File: src/hdl/fdc16_pkg.sv
package fdc16_pkg;

  // header layout, byte offsets from the start of a frame
  localparam int HEADER_BYTES = 14;
  localparam int HDR_MAGIC_HI = 0;
  localparam int HDR_MAGIC_LO = 1;
  localparam int HDR_LEN_HI   = 3;
  localparam int HDR_LEN_LO   = 4;
  localparam int HDR_TYPE     = 5;
  localparam int HDR_DEV_FIRST = 6;
  localparam int HDR_DEV_LAST  = 9;
  localparam int HDR_SEQ_FIRST = 10;
  localparam int HDR_SEQ_LAST  = 11;
  localparam int HDR_CRC_HI   = 12;
  localparam int HDR_CRC_LO   = 13;

  localparam logic [15:0] CRC_INIT = 16'hFFFF;
  localparam logic [15:0] CRC_POLY = 16'hA001;

  typedef enum logic [1:0] {
    STAT_GOOD      = 2'd0,
    STAT_BAD_MAGIC = 2'd1,
    STAT_BAD_LEN   = 2'd2,
    STAT_BAD_CRC   = 2'd3
  } status_t;

  // what an accepted byte caused
  typedef enum logic [1:0] {
    EV_NONE,
    EV_ERR,
    EV_EMPTY,
    EV_FRAME
  } evt_t;

  // which kind of result the datapath presents
  typedef enum logic [1:0] {
    OM_NONE,
    OM_ERR,
    OM_EMPTY,
    OM_BYTE
  } out_mode_t;

  typedef enum logic [2:0] {
    S_RECV,
    S_ERR,
    S_EMPTY,
    S_READ,
    S_SHOW
  } state_t;

  typedef struct packed {
    logic      accept;
    logic      rd_en;
    logic      rd_clr;
    logic      rd_inc;
    out_mode_t mode;
  } dp_cmd_t;

  typedef struct packed {
    evt_t evt;
    logic play_last;
  } dp_stat_t;

  // reflected crc-16, one byte, eight shift steps
  function automatic logic [15:0] crc16_byte(input logic [15:0] crc_in,
                                             input logic [7:0]  data);
    logic [15:0] c;
    c = crc_in ^ {8'd0, data};
    for (int k = 0; k < 8; k++) begin
      if (c[0]) begin
        c = (c >> 1) ^ CRC_POLY;
      end else begin
        c = c >> 1;
      end
    end
    return c;
  endfunction

endpackage

File: src/hdl/fdc16_rx_if.sv
interface fdc16_rx_if;
  logic       valid;
  logic       ready;
  logic [7:0] rx_byte;

  modport source (output valid, output rx_byte, input ready);
  modport sink (input valid, input rx_byte, output ready);
endinterface

File: src/hdl/fdc16_cfg_if.sv
interface fdc16_cfg_if;
  logic        valid;
  logic        ready;
  logic [15:0] start_marker;

  modport source (output valid, output start_marker, input ready);
  modport sink (input valid, input start_marker, output ready);
endinterface

File: src/hdl/fdc16_res_if.sv
interface fdc16_res_if;
  logic        valid;
  logic        ready;
  logic [1:0]  status;
  logic [7:0]  frame_type;
  logic [31:0] device_id;
  logic [15:0] sequence_res;
  logic [6:0]  payload_length;
  logic [7:0]  payload_byte;
  logic        byte_valid;
  logic        last;

  modport source (output valid, output status, output frame_type, output device_id,
                  output sequence_res, output payload_length, output payload_byte,
                  output byte_valid, output last, input ready);
  modport sink (input valid, input status, input frame_type, input device_id,
                input sequence_res, input payload_length, input payload_byte,
                input byte_valid, input last, output ready);
endinterface

File: src/hdl/fdc16_ctrl.sv
module fdc16_ctrl
  import fdc16_pkg::*;
(
  input  logic     clk,
  input  logic     rst,
  input  logic     in_valid,
  output logic     in_ready,
  input  logic     out_ready,
  input  dp_stat_t stat,
  output dp_cmd_t  cmd
);

  state_t state, state_next;

  always_ff @(posedge clk) begin
    if (rst) begin
      state <= S_RECV;
    end else begin
      state <= state_next;
    end
  end

  always_comb begin
    state_next = state;
    case (state)
      S_RECV: begin
        if (in_valid) begin
          case (stat.evt)
            EV_ERR:   state_next = S_ERR;
            EV_EMPTY: state_next = S_EMPTY;
            EV_FRAME: state_next = S_READ;
            default:  state_next = S_RECV;
          endcase
        end
      end
      S_ERR, S_EMPTY: begin
        if (out_ready) state_next = S_RECV;
      end
      S_READ: state_next = S_SHOW;
      S_SHOW: begin
        if (out_ready) state_next = stat.play_last ? S_RECV : S_READ;
      end
      default: state_next = S_RECV;
    endcase
  end

  always_comb begin
    in_ready   = 1'b0;
    cmd.accept = 1'b0;
    cmd.rd_en  = 1'b0;
    cmd.rd_clr = 1'b0;
    cmd.rd_inc = 1'b0;
    cmd.mode   = OM_NONE;
    case (state)
      S_RECV: begin
        in_ready   = 1'b1;
        cmd.accept = in_valid;
        cmd.rd_clr = 1'b1;
      end
      S_ERR:   cmd.mode = OM_ERR;
      S_EMPTY: cmd.mode = OM_EMPTY;
      S_READ:  cmd.rd_en = 1'b1;
      S_SHOW: begin
        cmd.mode   = OM_BYTE;
        cmd.rd_inc = out_ready;
      end
      default: cmd.mode = OM_NONE;
    endcase
  end

endmodule

File: src/hdl/fdc16_dp.sv
module fdc16_dp
  import fdc16_pkg::*;
#(
  parameter int PAYLOAD_CAP = 64
) (
  input  logic        clk,
  input  logic        rst,
  input  logic        cfg_we,
  input  logic [15:0] cfg_magic,
  input  logic [7:0]  rx_byte,
  input  dp_cmd_t     cmd,
  output dp_stat_t    stat,
  output logic        out_valid,
  output logic [1:0]  status,
  output logic [7:0]  frame_type,
  output logic [31:0] device_id,
  output logic [15:0] sequence_res,
  output logic [6:0]  payload_length,
  output logic [7:0]  payload_byte,
  output logic        byte_valid,
  output logic        last
);

  localparam int LEN_W  = $clog2(PAYLOAD_CAP + 1);
  localparam int ADDR_W = (PAYLOAD_CAP > 1) ? $clog2(PAYLOAD_CAP) : 1;
  localparam int POS_W  = $clog2(HEADER_BYTES + PAYLOAD_CAP);

  logic [15:0]       magic;
  logic [POS_W-1:0]  pos, pos_next;
  logic [15:0]       crc, crc_base, crc_new;
  logic              absorb;
  logic [7:0]        marker_hi;
  logic [15:0]       word, rcrc_word;
  logic [LEN_W-1:0]  held_length;
  logic [7:0]        held_type;
  logic [31:0]       held_dev;
  logic [15:0]       held_seq;
  logic [15:0]       rcrc;
  logic [POS_W-1:0]  pay_off, pay_cnt;
  logic              in_payload;
  evt_t              evt;
  status_t           err_next, err_code;
  logic [ADDR_W-1:0] rd_idx;
  logic [7:0]        mem_q;
  logic [LEN_W+6:0]  len_ext;
  logic [7:0]        mem [PAYLOAD_CAP];

  always_comb begin
    crc_base   = (pos == '0) ? CRC_INIT : crc;
    absorb     = (pos < POS_W'(HDR_CRC_HI)) || (pos >= POS_W'(HEADER_BYTES));
    crc_new    = absorb ? crc16_byte(crc_base, rx_byte) : crc_base;
    word       = {marker_hi, rx_byte};
    rcrc_word  = {rcrc[7:0], rx_byte};
    pay_off    = pos - POS_W'(HEADER_BYTES);
    pay_cnt    = pay_off + POS_W'(1);
    in_payload = (pos >= POS_W'(HEADER_BYTES));
    evt        = EV_NONE;
    err_next   = STAT_BAD_MAGIC;
    if (pos == POS_W'(HDR_MAGIC_LO)) begin
      if (word != magic) evt = EV_ERR;
    end else if (pos == POS_W'(HDR_LEN_LO)) begin
      if (32'(word) > 32'(PAYLOAD_CAP)) begin
        evt      = EV_ERR;
        err_next = STAT_BAD_LEN;
      end
    end else if (pos == POS_W'(HDR_CRC_LO)) begin
      if (held_length == '0) begin
        evt      = (crc_new != rcrc_word) ? EV_ERR : EV_EMPTY;
        err_next = STAT_BAD_CRC;
      end
    end else if (in_payload && (pay_cnt >= POS_W'(held_length))) begin
      evt      = (crc_new != rcrc) ? EV_ERR : EV_FRAME;
      err_next = STAT_BAD_CRC;
    end
    pos_next = (evt == EV_NONE) ? pos + POS_W'(1) : '0;
  end

  always_ff @(posedge clk) begin
    if (rst) begin
      magic  <= '0;
      pos    <= '0;
      crc    <= CRC_INIT;
      rd_idx <= '0;
    end else begin
      if (cfg_we) magic <= cfg_magic;
      if (cmd.accept) begin
        pos <= pos_next;
        crc <= crc_new;
      end
      if (cmd.rd_clr) begin
        rd_idx <= '0;
      end else if (cmd.rd_inc) begin
        rd_idx <= rd_idx + ADDR_W'(1);
      end
    end
  end

  // header capture, no reset needed
  always_ff @(posedge clk) begin
    if (cmd.accept) begin
      if (evt == EV_ERR) err_code <= err_next;
      if (pos == POS_W'(HDR_MAGIC_HI) || pos == POS_W'(HDR_LEN_HI)) marker_hi <= rx_byte;
      if (pos == POS_W'(HDR_LEN_LO)) held_length <= word[LEN_W-1:0];
      if (pos == POS_W'(HDR_TYPE)) held_type <= rx_byte;
      if (pos >= POS_W'(HDR_DEV_FIRST) && pos <= POS_W'(HDR_DEV_LAST)) begin
        held_dev <= {held_dev[23:0], rx_byte};
      end
      if (pos >= POS_W'(HDR_SEQ_FIRST) && pos <= POS_W'(HDR_SEQ_LAST)) begin
        held_seq <= {held_seq[7:0], rx_byte};
      end
      if (pos == POS_W'(HDR_CRC_HI) || pos == POS_W'(HDR_CRC_LO)) rcrc <= rcrc_word;
    end
  end

  // payload store
  always_ff @(posedge clk) begin
    if (cmd.accept && in_payload) mem[pay_off[ADDR_W-1:0]] <= rx_byte;
    if (cmd.rd_en) mem_q <= mem[rd_idx];
  end

  assign stat.evt       = evt;
  assign stat.play_last = (LEN_W'(rd_idx) + LEN_W'(1)) == held_length;
  assign len_ext        = {7'd0, held_length};

  always_comb begin
    out_valid      = 1'b0;
    status         = STAT_GOOD;
    frame_type     = '0;
    device_id      = '0;
    sequence_res   = '0;
    payload_length = '0;
    payload_byte   = '0;
    byte_valid     = 1'b0;
    last           = 1'b0;
    case (cmd.mode)
      OM_ERR: begin
        out_valid = 1'b1;
        status    = err_code;
        last      = 1'b1;
      end
      OM_EMPTY: begin
        out_valid    = 1'b1;
        frame_type   = held_type;
        device_id    = held_dev;
        sequence_res = held_seq;
        last         = 1'b1;
      end
      OM_BYTE: begin
        out_valid      = 1'b1;
        frame_type     = held_type;
        device_id      = held_dev;
        sequence_res   = held_seq;
        payload_length = len_ext[6:0];
        payload_byte   = mem_q;
        byte_valid     = 1'b1;
        last           = stat.play_last;
      end
      default: out_valid = 1'b0;
    endcase
  end

endmodule

File: src/hdl/frame_deframer_crc16_check_unit.sv
// frame deframer with crc-16 check. received bytes come in on rx, one per
// transaction, and are parsed as a 14-byte big-endian header (magic, version,
// length, type, device id, sequence, crc) followed by length payload bytes.
// a reflected crc-16 (poly 0xa001, init 0xffff) covers header bytes 0 to 11
// and the payload, and is compared with the header crc. a good frame yields
// one result per payload byte (or one result with byte_valid low for an
// empty payload), each carrying the header fields, last set on the final
// one. bad magic, a length above PAYLOAD_CAP, or a crc mismatch yields
// a single error result and the parser restarts at byte 0 with the next
// byte; there is no sliding search for the marker. while a frame comes in,
// one byte is taken per cycle. once the frame ends, rx stalls until all
// its results are taken: an error or empty-frame result is shown the
// cycle after the closing byte, and each payload result needs a read of
// the payload store, then the result on res, held until res is ready.
// the start marker is written on cfg, which is always ready; write it only
// while the block is idle.
module frame_deframer_crc16_check_unit
  import fdc16_pkg::*;
#(
  parameter int PAYLOAD_CAP = 64
) (
  input logic          clk,
  input logic          rst,
  fdc16_cfg_if.sink    cfg,
  fdc16_rx_if.sink     rx,
  fdc16_res_if.source  res
);

  dp_cmd_t  cmd;
  dp_stat_t stat;

  // register write never stalls
  assign cfg.ready = 1'b1;

  // sequencer: receive, then replay results
  fdc16_ctrl u_ctrl (
    .clk       (clk),
    .rst       (rst),
    .in_valid  (rx.valid),
    .in_ready  (rx.ready),
    .out_ready (res.ready),
    .stat      (stat),
    .cmd       (cmd)
  );

  // header capture, crc, payload store and result formatting
  fdc16_dp #(
    .PAYLOAD_CAP (PAYLOAD_CAP)
  ) u_dp (
    .clk            (clk),
    .rst            (rst),
    .cfg_we         (cfg.valid),
    .cfg_magic      (cfg.start_marker),
    .rx_byte        (rx.rx_byte),
    .cmd            (cmd),
    .stat           (stat),
    .out_valid      (res.valid),
    .status         (res.status),
    .frame_type     (res.frame_type),
    .device_id      (res.device_id),
    .sequence_res   (res.sequence_res),
    .payload_length (res.payload_length),
    .payload_byte   (res.payload_byte),
    .byte_valid     (res.byte_valid),
    .last           (res.last)
  );

endmodule

File: src/flat_wrapper.sv
// flat-port wrapper written by rule: the top's interface ports become plain ports
module frame_deframer_crc16_check_unit_flat import fdc16_pkg::*;
#(
  parameter int PAYLOAD_CAP = 64
)
  (clk, rst, cfg_valid, cfg_start_marker, cfg_ready, rx_valid, rx_rx_byte, rx_ready, res_valid, res_status, res_frame_type, res_device_id, res_sequence_res, res_payload_length, res_payload_byte, res_byte_valid, res_last, res_ready);
  fdc16_cfg_if cfg_i ();
  fdc16_rx_if rx_i ();
  fdc16_res_if res_i ();
  input logic clk;
  input logic rst;
  input wire logic [$bits(cfg_i.valid)-1:0] cfg_valid;
  input wire logic [$bits(cfg_i.start_marker)-1:0] cfg_start_marker;
  output wire logic [$bits(cfg_i.ready)-1:0] cfg_ready;
  input wire logic [$bits(rx_i.valid)-1:0] rx_valid;
  input wire logic [$bits(rx_i.rx_byte)-1:0] rx_rx_byte;
  output wire logic [$bits(rx_i.ready)-1:0] rx_ready;
  output wire logic [$bits(res_i.valid)-1:0] res_valid;
  output wire logic [$bits(res_i.status)-1:0] res_status;
  output wire logic [$bits(res_i.frame_type)-1:0] res_frame_type;
  output wire logic [$bits(res_i.device_id)-1:0] res_device_id;
  output wire logic [$bits(res_i.sequence_res)-1:0] res_sequence_res;
  output wire logic [$bits(res_i.payload_length)-1:0] res_payload_length;
  output wire logic [$bits(res_i.payload_byte)-1:0] res_payload_byte;
  output wire logic [$bits(res_i.byte_valid)-1:0] res_byte_valid;
  output wire logic [$bits(res_i.last)-1:0] res_last;
  input wire logic [$bits(res_i.ready)-1:0] res_ready;
  assign cfg_i.valid = cfg_valid;
  assign cfg_i.start_marker = cfg_start_marker;
  assign cfg_ready = cfg_i.ready;
  assign rx_i.valid = rx_valid;
  assign rx_i.rx_byte = rx_rx_byte;
  assign rx_ready = rx_i.ready;
  assign res_valid = res_i.valid;
  assign res_status = res_i.status;
  assign res_frame_type = res_i.frame_type;
  assign res_device_id = res_i.device_id;
  assign res_sequence_res = res_i.sequence_res;
  assign res_payload_length = res_i.payload_length;
  assign res_payload_byte = res_i.payload_byte;
  assign res_byte_valid = res_i.byte_valid;
  assign res_last = res_i.last;
  assign res_i.ready = res_ready;
  frame_deframer_crc16_check_unit #(.PAYLOAD_CAP(PAYLOAD_CAP)) u_core (.clk(clk), .rst(rst), .cfg(cfg_i), .rx(rx_i), .res(res_i));
endmodule
File: config.mk
export PLATFORM = sky130hd
export DESIGN_NAME = frame_deframer_crc16_check_unit_flat
export DESIGN_NICKNAME = d
export VERILOG_FILES = /design/src/hdl/fdc16_pkg.sv /design/src/hdl/fdc16_rx_if.sv /design/src/hdl/fdc16_cfg_if.sv /design/src/hdl/fdc16_res_if.sv /design/src/hdl/fdc16_ctrl.sv /design/src/hdl/fdc16_dp.sv /design/src/hdl/frame_deframer_crc16_check_unit.sv /design/src/flat_wrapper.sv
export SDC_FILE = /design/constraint.sdc
export NUM_CORES = 1
export LEC_CHECK = 0
export BUFFER_PORTS_ARGS = -buffer_cell sky130_fd_sc_hd__buf_2
export CAP_MARGIN = 20
export CORE_ASPECT_RATIO = 0.5
export CORE_MARGIN = 1.5
export CORE_UTILIZATION = 65
export DETAILED_ROUTE_END_ITERATION = 10
export HOLD_SLACK_MARGIN = 0.15
export PLACE_DENSITY_LB_ADDON = 0.3
export SKIP_CTS_REPAIR_TIMING = 1
export SLEW_MARGIN = 40
export SYNTH_ARGS = -nofsm -noshare
export SYNTH_HDL_FRONTEND = slang
export SYNTH_SLANG_ARGS = --single-unit
export TNS_END_PERCENT = 20
File: constraint.sdc
create_clock -name clk -period 6.6 [get_ports clk]
set_input_delay 0.99 -clock clk [delete_from_list [all_inputs] [get_ports clk]]
set_output_delay 0.99 -clock clk [all_outputs]
set_load 0.05 [all_outputs]
==> out/results.tsv, run 1 <==
metric	value	unit
cts_buffer_depth	3	
start_util	65.9	%
vias	15554	
io_pins	107	
synth_area	27600	sq um
grtUsageMet2	53.7	%
period_minus_slack	4570	ps
ys_ff_latch	657	
yosys_warnings	0	
fin_nets	1714	
cts_tree	yes	
setup_viol	0	
h-tree-depth	2	
numCtsBuffers	53	
synth_most_common_cell	edfxtp_1	
synth_area_leaders	edfxtp_1 (66%), mux4_2 (14%), dfxtp_1 (3.5%)	
grt_pass1_vias	15782	
post-dp-hpwl	42.9	mm
antenna_found_initial	0	
hold_viol	0	
hp-class	flip-flop to flip-flop	
start_kind	flip-flop	
post-place-cells	2185	
vias_per_cell	6.80	
finalClockSkew	34.1	ps
drc	0	
post-place-ws	2070	ps
worstPathArrival	4920	ps
grt_max_degree	79	
grt_pass1_wl	105	mm
drv_slew	0	
yosysTopAreaCell	edfxtp_1	
leakage	0.00990	uW
first_pass_iters	6	
holdPathStages	0	
core_area	41900	sq um
ys_async_sr_fraction	0	%
die_height	149	um
routed_wl	71.9	mm
syn_inst	1567	
clkTransAtPathRegs	70	ps
wl_per_cell	31.5	um
numPortBuffers	105	
final_cell_count_no_fill	2286	
syn_area_per_cell	17.6	sq um
finalCritPeriodShare	69.2	%
power	8120	uW
rows	53	
r2r_cells	10	
clock-sinks	657	
crit_required	6960	ps
seqCellArea	19300	sq um
grtUsageMet1	47.1	%
worstMarginPinSlew	898	ps
ys_types	70	
top_usage_layer	met2	
final_layout_size_suffix_gt1_share	25.2	%
grt_util_met3	7.47	%
syn_nets	1617	
gp_congestion	0.932	
slew_headroom	39.9	%
endpoint_kind	flip-flop	
grt_usage	33.6	%
gr-total-overflow	0	
status	completed	
peakVddDrop	227	uV
synth_edf_count	609	
ys_seq_area_share	69.7	%
max_clock_freq	219	MHz
rsz0062_at_grt	false	
ys.flop_type	edfxtp_1	
synth_top_area_share	66.2	%
drt_iter0_drc	1956	
path_class	flip-flop to flip-flop	
diodes	0	
multiInputGateArea	8050	sq um
ant_nets	0	
power.density	266	nW/um^2
ys_top_cells_by_count	edfxtp_1 (609), mux4_2 (168), nor2_1 (128), and2_1 (76), clkbuf_1 (64)	
dieArea	43800	sq um
root_buffer	clkbuf_16	
setup_ws	2030	ps
finalSetupTns	0	ps
synthToLayoutAreaGrowth	10.6	%
worstPathMaxFanout	28	
die_x	294	um
maxCapViolations	0	
n_fill_cell	2375	
clock_latency	620	ps
## final timing paths
path	startpoint	end	slack, ps
setup reg to reg	u_core.u_dp.pos[2]	u_core.u_dp.err_code[0]	2030
hold / removal	u_core.u_dp.held_seq[7]	u_core.u_dp.held_seq[15]	440
hold reg to reg	u_core.u_dp.held_seq[7]	u_core.u_dp.held_seq[15]	440
setup / recovery	u_core.u_dp.pos[2]	u_core.u_dp.err_code[0]	2030
## cells in the final DEF (no fill, tap or decap), types with 12 or more instances in the layout
cell type and n:
buf_2 105, nor3_1 20, clkinv_1 21, buf_4 20, ha_1 21, edfxtp_1 609
a21oi_1 21, o21ai_0 17, clkbuf_16 53, nor2_2 31, mux2i_1 21, xor2_1 48
nand3_1 19, and3_1 12, xnor2_1 44, nor2_1 98, mux4_2 168, and2_1 76
dfxtp_1 44, inv_1 17, nand2_1 53
## cells by family after synthesis
logic type | after synthesis | share of synthesized area [%]
flops | 657 | 69.7
xor+xnor | 99 | 3.39
compound gates | 115 | 2.90
mux | 190 | 14.5
fa+ha+maj | 21 | 0.952
simple gates | 375 | 6.93
buf+inv | 109 | 1.58
other cells | 1 | 0.0136
## routing by layer
layer	share of wire (%)	wire (um)
met1	38	27500
met4	3.2	2320
met5	0	0
met2	48	34800
met3	10	7310
## stage by stage
stage                     utilization, %  cell area [sq um]  hold WS, ps
after floorplan                        -              27600          417
after global placement              68.5              28700          422
after detailed placement            68.7              28800          428
after CTS                           72.7              30500          444
after global routing                72.9              30500          460
final                               72.9              30500          444
## state kept, by name, summed over array words and instances, names as in the netlist
| name | count |
|---|---|
| u_core.u_dp.held_seq | 16 |
| u_core.u_dp.rcrc | 16 |
| u_core.u_dp.magic | 16 |
| u_core.u_dp.held_dev | 32 |
| u_core.u_dp.held_length | 7 |
| u_core.u_dp.held_type | 8 |
| u_core.u_dp.pos | 7 |
| u_core.u_ctrl.state | 3 |
| u_core.u_dp.marker_hi | 8 |
| u_core.u_dp.mem_q | 8 |
| u_core.u_dp.err_code | 2 |
| u_core.u_dp.mem | 512 |
| u_core.u_dp.rd_idx | 6 |
| u_core.u_dp.crc | 16 |
## cell type report
cell class | instances | area share [%]
Timing Repair Buffer | 132 | 2.53
Sequential cell | 657 | 63.1
Tap cell | 577 | 2.36
Clock buffer | 63 | 4.50
Inverter | 19 | 0.234
Clock inverter | 37 | 0.946
Multi-Input combinational cell | 801 | 26.4
## worst max-delay path, stage by stage, from the launching register on
cell      delay [ps]
dfxtp_1          480
ha_1             440
nor2b_1          670
nand2_4          400
a211o_1          430
xor2_1           150
a2111o_1         420
or4_1            550
or3_1            410
o21a_1           210
nor2b_1          160
## power breakdown
group | total (uW) | internal (uW) | switching (uW) | leakage (uW)
clock network | 3160 | 1620 | 1540 | 0.000809
logic | 371 | 129 | 242 | 0.00323
registers | 4590 | 4560 | 33.5 | 0.00587
total | 8120 | 6310 | 1820 | 0.00990
Power figures use the tool's default switching activity.
==> inputs of run 2 (changes only) <==
--- a/config.mk
+++ b/config.mk
@@ -9,7 +9,7 @@
 export CAP_MARGIN = 20
 export CORE_ASPECT_RATIO = 0.5
 export CORE_MARGIN = 1.5
-export CORE_UTILIZATION = 65
+export CORE_UTILIZATION = 56
 export DETAILED_ROUTE_END_ITERATION = 10
 export HOLD_SLACK_MARGIN = 0.15
 export PLACE_DENSITY_LB_ADDON = 0.3
==> constraint.sdc (replaced) <==
create_clock -name clk -period 3.7 [get_ports clk]
set_input_delay 0.555 -clock clk [delete_from_list [all_inputs] [get_ports clk]]
set_output_delay 0.555 -clock clk [all_outputs]
set_load 0.05 [all_outputs]
==> run 2 against run 1 <==
  * Non-clock buffer count rose by 112
  * Combinational power rose by 99%
  * Highest routed layer is now met5
  * Core utilization fell by 7.6 points
  * First-iteration DRC count fell by 3.2%
  * Power rose by 82%
  * Global-route usage fell by 6.6 points
  * Largest cell class unchanged
  * Clock-buffer cell count rose by 8
==> out/results.tsv, run 2 (synthesis results as in run 1) <==
metric	value	unit	change
rrSetupSlack	110	ps	was 2030 ps
dpl-instance-area	29800	sq um	was 28800 sq um
r2r_cells	12		was 10
rows	57		was 53
cts_tree	yes		unchanged
final_layout_size_suffix_gt1_share	29.2	%	was 25.2%
routed_wl	67.1	mm	was 71.9 mm
hold_viol	0		unchanged
post-place-cells	2367		was 2185
drc	0		unchanged
grt_pass1_vias	15625		was 15782
rsz0062_at_grt	false		unchanged
grt_usage	27.0	%	was 33.6%
layout_commonest_cell	edfxtp_1		unchanged
wl_per_cell	27.2	um	was 31.5 um
switching_share	21.3	%	was 22.4%
post-dp-hpwl	43.4	mm	was 42.9 mm
seq_power_share	55.3	%	was 56.5%
p_comb_share	5.0	%	was 4.6%
setup_viol	0		unchanged
worstMarginPinSlew	833	ps	was 898 ps
n_fill_cell	3234		was 2375
gr-total-overflow	0		unchanged
first_pass_iters	5		was 6
finalCritPeriodShare	97.0	%	was 69.2%
layout_common_cells	edfxtp_1 (609), mux4_2 (168), buf_4 (131), nor2_1 (122), buf_2 (105)		was edfxtp_1 (609), mux4_2 (168), buf_2 (105), nor2_1 (98), and2_1 (76)
cts_buffer_depth	3		unchanged
crit_required	4060	ps	was 6960 ps
reg2reg_from	u_core.u_dp.pos[1]		was u_core.u_dp.pos[2]
timing.rr.end	u_core.u_dp.err_code[1]		was u_core.u_dp.err_code[0]
clock_latency	620	ps	about the same
clkTransAtPathRegs	70	ps	about the same
hp-class	primary input to flip-flop		was flip-flop to flip-flop
worstPathArrival	3950	ps	was 4920 ps
power	14800	uW	was 8120 uW
dieArea	50700	sq um	was 43800 sq um
grt_pass1_wl	100	mm	was 105 mm
start_kind	flip-flop		unchanged
core_area	48600	sq um	was 41900 sq um
vias	15494		was 15554
h-tree-depth	2		unchanged
clock-sinks	657		unchanged
numPortBuffers	105		unchanged
crit_start	u_core.u_dp.pos[1]		was u_core.u_dp.pos[2]
p_switching	3160	uW	was 1820 uW
p_clk_share	39.7	%	was 38.9%
vias_per_cell	6.27		was 6.80
final_cell_count_no_fill	2472		was 2286
gp_congestion	0.939		was 0.932
drt_iter0_drc	1894		was 1956
finalClockSkew	37.7	ps	was 34.1 ps
grt_max_degree	71		was 79
die_height	160	um	was 149 um
endpoint_kind	flip-flop		unchanged
max_clock_freq	279	MHz	was 219 MHz
crit_end	u_core.u_dp.err_code[1]		was u_core.u_dp.err_code[0]
ant_nets	0		unchanged
fin_nets	1827		was 1714
antenna_found_initial	5		was 0
root_buffer	clkbuf_16		unchanged
synthToLayoutAreaGrowth	14.7	%	was 10.6%
io_pins	107		unchanged
status	completed		unchanged
leakage	0.0106	uW	was 0.00990 uW
drv_slew	0		unchanged
peakVddDrop	343	uV	was 227 uV
slew_headroom	44.2	%	was 39.9%
maxCapViolations	0		unchanged
fin_area	31700	sq um	was 30500 sq um
path_class	flip-flop to flip-flop		unchanged
worstPathMaxFanout	19		was 28
period_minus_slack	3590	ps	was 4570 ps
power.density	467	nW/um^2	was 266 nW/um^2
largest_register_ffs	512		unchanged
p_int	11600	uW	was 6310 uW
die_x	317	um	was 294 um
start_util	56.8	%	was 65.9%
diodes	0		unchanged
finalSetupTns	0	ps	unchanged
numCtsBuffers	54		was 53
## run 2: changes by cell type in the layout (fill, tap and decap cells not counted), sizes merged
cell / delta
bufinv: +3
buf: +112
clkbuf: +8
clkinv: -8
clkinvlp: -1
## run 2: final cells by class
type | instances | area [sq um] | area share [%]
clock buffers | 71 | 1460 | 4.60
clock inverters | 31 | 354 | 1.12
inverters | 19 | 71.3 | 0.225
multi-input cells | 801 | 8050 | 25.4
flip-flops and latches | 657 | 19300 | 60.8
well taps | 649 | 812 | 2.56
repair buffers | 244 | 1670 | 5.27
## run 2: worst max-delay path: stages, from the launching register on
cell	delay, ps
dfxtp_1	320
buf_4	160
ha_2	220
nor2b_1	290
nand2_4	70
buf_4	220
o2111ai_1	120
o311ai_0	200
a2111o_1	400
or4_4	570
or3_1	410
o21a_1	210
nor2b_2	180
## run 2: per-layer routing
| layer | track usage (%) | part of all wire [%] | up-vias | wire [um] |
|---|---|---|---|---|
| li1 | - | - | 6591 | - |
| met1 | 39.1 | 41 | 8049 | 27500 |
| met2 | 43.3 | 49 | 739 | 32600 |
| met3 | 4.64 | 8.1 | 113 | 5470 |
| met4 | 6.88 | 2.4 | 2 | 1620 |
| met5 | 0 | 0.018 | - | 12 |
## run 2: worst min-delay path by stage
stage,from,endpoint,slack (ps),cells past startpoint
global placement,u_core.u_dp.held_dev[0],u_core.u_dp.held_dev[8],420,0
CTS,cfg_start_marker[3],u_core.u_dp.magic[3],170,3
detailed placement,u_core.u_dp.held_dev[20],u_core.u_dp.held_dev[28],430,0
global route,cfg_start_marker[15],u_core.u_dp.magic[15],170,3
finish,cfg_start_marker[3],u_core.u_dp.magic[3],190,3
floorplan,u_core.u_dp.held_dev[2],u_core.u_dp.held_dev[10],420,0
## run 2: power groups by stage
stage	logic, uW	clock network [uW]	registers [uW]
after floorplan	399	0	8330
after global placement	693	0	8340
after detailed placement	714	0	8340
after CTS	715	5950	8180
after global routing	795	6240	8180
final	740	5880	8180
## run 2: metrics by stage
| step | setup slack (ps) | hold WS (ps) | util, % |
|---|---|---|---|
| finish | 111 | 190 | 65.2 |
| global route | 7.20 | 175 | 65.2 |
| CTS | -5.92 | 173 | 65.0 |
| detailed placement | -192 | 426 | 61.3 |
| global placement | -456 | 424 | 61.3 |
| floorplan | 87.5 | 417 | - |
==> inputs of run 3 (changes only) <==
--- a/config.mk
+++ b/config.mk
@@ -5,6 +5,7 @@
 export SDC_FILE = /design/constraint.sdc
 export NUM_CORES = 1
 export LEC_CHECK = 0
+export ABC_AREA = 1
 export BUFFER_PORTS_ARGS = -buffer_cell sky130_fd_sc_hd__buf_2
 export CAP_MARGIN = 20
 export CORE_ASPECT_RATIO = 0.5
==> run 3 against run 2 <==
  * Combinational power down 9.7%
  * Flip-flop and latch count unchanged
  * Sequential power about the same
  * Setup slack better by 120 ps
  * Sequential share of layout area up 2.0 points
  * Power up 0.27%
  * Core utilization down 2.0 points
  * The flow now finishes with violations (design-rule violations)
  * Clock-buffer cell count down 11
  * Critical path type is now flip-flop to output pin
==> out/results.tsv, run 3 <==
metric	value	unit	change
status	finished, violations left		was completed
violations	design-rule violations		
worstPathMaxFanout	10		was 19
path_common_cell	nor2_1		was buf_4
setup_viol	0		unchanged
ys_seq_area_share	70.1	%	was 69.7%
routed_wl	70.5	mm	was 67.1 mm
fin_nets	2473		was 1827
rsz0062_at_grt	false		unchanged
cts_tree	yes		unchanged
syn_nets	2387		was 1617
layout_commonest_cell	edfxtp_1		unchanged
ys_types	39		was 70
antenna_found_initial	1		was 5
synth-compound-area-share	11.9	%	was 2.90%
grt_usage	27.8	%	was 27.0%
synth_area	27500	sq um	was 27600 sq um
synth_edf_count	609		unchanged
synthAdderAreaFrac	0.956	%	was 0.952%
yosysTopAreaCell	edfxtp_1		unchanged
numCtsBuffers	55		was 54
vias	18980		was 15494
max_clock_freq	288	MHz	was 279 MHz
start_util	56.6	%	was 56.8%
setup_ws	228	ps	was 111 ps
dieArea	50500	sq um	was 50700 sq um
gp_congestion	0.953		was 0.939
post-place-ws	195	ps	was -192 ps
diodes	0		unchanged
leakage	0.0113	uW	was 0.0106 uW
power.density	484	nW/um^2	was 467 nW/um^2
ys_top_cells_by_count	edfxtp_1 (609), nand2_1 (390), a21oi_1 (289), nor2_1 (211), inv_1 (164)		was edfxtp_1 (609), mux4_2 (168), nor2_1 (128), and2_1 (76), clkbuf_1 (64)
drc	1		was 0
yosys_warnings	0		unchanged
worstMarginPinSlew	931	ps	was 833 ps
h-tree-depth	2		unchanged
synth_most_common_cell	edfxtp_1		unchanged
die_x	316	um	was 317 um
synth_area_leaders	edfxtp_1 (67%), nand2_1 (5.3%), a21oi_1 (5.3%)		was edfxtp_1 (66%), mux4_2 (14%), dfxtp_1 (3.5%)
io_pins	107		unchanged
core_area	48500	sq um	was 48600 sq um
layout_common_cells	edfxtp_1 (609), nand2_1 (388), a21oi_1 (289), nor2_1 (204), inv_1 (161)		was edfxtp_1 (609), mux4_2 (168), buf_4 (131), nor2_1 (122), buf_2 (105)
grt_pass1_wl	106	mm	was 100 mm
grt_max_degree	131		was 71
crit_path_top_delay_cell	dfxtp_1		was or4_4
ant_nets	0		unchanged
finalCritPeriodShare	93.8	%	was 97.0%
final_layout_size_suffix_gt1_share	11.6	%	was 29.2%
finalClockSkew	17.2	ps	was 37.7 ps
vias_per_cell	6.09		was 6.27
grt_pass1_vias	18063		was 15625
crit_path_max_incr_delay	650	ps	was 570 ps
rows	57		unchanged
dpl-instance-area	28800	sq um	was 29800 sq um
fin_area	30700	sq um	was 31700 sq um
synthXorXnorAreaFrac	1.12	%	was 3.39%
synth_top_family_by_area	compound AO/OA/AOI/OAI gates		was multiplexers
syn_inst	2337		was 1567
clkTransAtPathRegs	70	ps	about the same
maxCapViolations	0		unchanged
hold_viol	0		unchanged
ys_async_sr_fraction	0	%	unchanged
path_cells	clkinvlp_4 > nor2_1 > o21ai_0 > a31oi_1 > nand4_1 > nor2_1 > o21ba_2 > buf_2		was buf_4 > ha_2 > nor2b_1 > nand2_4 > buf_4 > o2111ai_1 > o311ai_0 > a2111o_1 > or4_4 > or3_1 > o21a_1 > nor2b_2
peakVddDrop	383	uV	was 343 uV
synth_mux_area_share	0	%	was 14.5%
slew_headroom	37.8	%	was 44.2%
synth-simple-area-share	11.7	%	was 6.93%
wl_per_cell	22.6	um	was 27.2 um
largest_register_ffs	512		unchanged
drt_iter0_drc	2428		was 1894
ys.flop_type	edfxtp_1		unchanged
synthToLayoutAreaGrowth	11.6	%	was 14.7%
path_class	flip-flop to output pin		was flip-flop to flip-flop
gr-total-overflow	0		unchanged
post-dp-hpwl	43.2	mm	was 43.4 mm
worstPathArrival	2920	ps	was 3950 ps
clock-sinks	657		unchanged
period_minus_slack	3470	ps	was 3590 ps
root_buffer	clkbuf_16		unchanged
ys_ff_latch	657		unchanged
start_kind	flip-flop		unchanged
synth_top_area_share	66.6	%	was 66.2%
drv_slew	0		unchanged
first_pass_iters	9		was 5
clock_latency	610	ps	was 620 ps
hp-class	primary input to flip-flop		unchanged
cts_buffer_depth	3		unchanged
syn_area_per_cell	11.8	sq um	was 17.6 sq um
crit_required	3140	ps	was 4060 ps
die_height	160	um	about the same
endpoint_kind	output pin		was flip-flop
numPortBuffers	105		unchanged
[run 3: changes by cell type in the layout (fill, tap and decap cells not counted), moves of 91 or more]
cell / change
o221ai_1: +128
o21ai_0: +91
a21oi_1: +267
mux4_2: -168
nand2_1: +335
nand3_1: +116
inv_1: +144
[run 3: path summary, 6_finish.rpt]
check	start	endpoint	slack [ps]	depth (start not counted)
min reg2reg	u_core.u_dp.held_dev[13]	u_core.u_dp.held_dev[21]	450	0
max reg2reg	u_core.u_ctrl.state[1]	u_core.u_dp.mem[61][4]	310	9
min	cfg_start_marker[6]	u_core.u_dp.magic[6]	170	3
max	u_core.u_dp.rd_idx[5]	res_last	230	8
[run 3: cell type report]
| cell class | instances | area (sq um) |
|---|---|---|
| clock buffer | 60 | 1420 |
| clock inverter | 42 | 422 |
| fill | 3690 | 17800 |
| inverter | 173 | 658 |
| multi-input combinational | 1384 | 7150 |
| sequential | 657 | 19300 |
| tap | 649 | 812 |
| timing repair buffer | 152 | 945 |
[run 3: through the flow]
| step | utilization, % | cells | setup TNS (ps) | power [uW] | hold slack [ps] |
|---|---|---|---|---|---|
| after floorplan | - | 2337 | -3470 | 8710 | 426 |
| after global placement | 59.3 | 3014 | 0 | 8970 | 428 |
| after detailed placement | 59.4 | 3014 | 0 | 8980 | 433 |
| after CTS | 63.2 | 3116 | 0 | 14900 | 150 |
| after global routing | 63.2 | 3117 | 0 | 15200 | 176 |
| final | 63.2 | 3117 | 0 | 14800 | 175 |
[run 3: critical path, delay by kind of cell (launching register included)]
kind | cells | cell delay, ps
buffers and inverters | 2 | 670
flip-flops | 1 | 650
AO/OA/AOI/OAI | 3 | 390
AND/OR/NAND/NOR | 3 | 600
[run 3: logic make-up after synthesis]
kind of cell,Yosys count
other,1
AND/OR/NAND/NOR,781
AO/OA/AOI/OAI,545
flip-flops,657
adder cells (fa/ha/maj),21
buffers and inverters,297
XOR/XNOR,35
[run 3: power breakdown]
group          internal (uW)  leakage, uW  switching, uW
combinational            181      0.00456            487
clock                   3330     0.000896           2670
sequential              8140      0.00587           30.9
[run 3: metal layers]
| layer | vias to the layer above | global-route usage (%) | routed length (um) |
|---|---|---|---|
| met5 | - | 0 | 0 |
| met4 | 0 | 7.55 | 1860 |
| met3 | 127 | 5.30 | 7840 |
| met2 | 1049 | 43.1 | 32000 |
| met1 | 9183 | 40.5 | 28800 |
| li1 | 8621 | - | - |
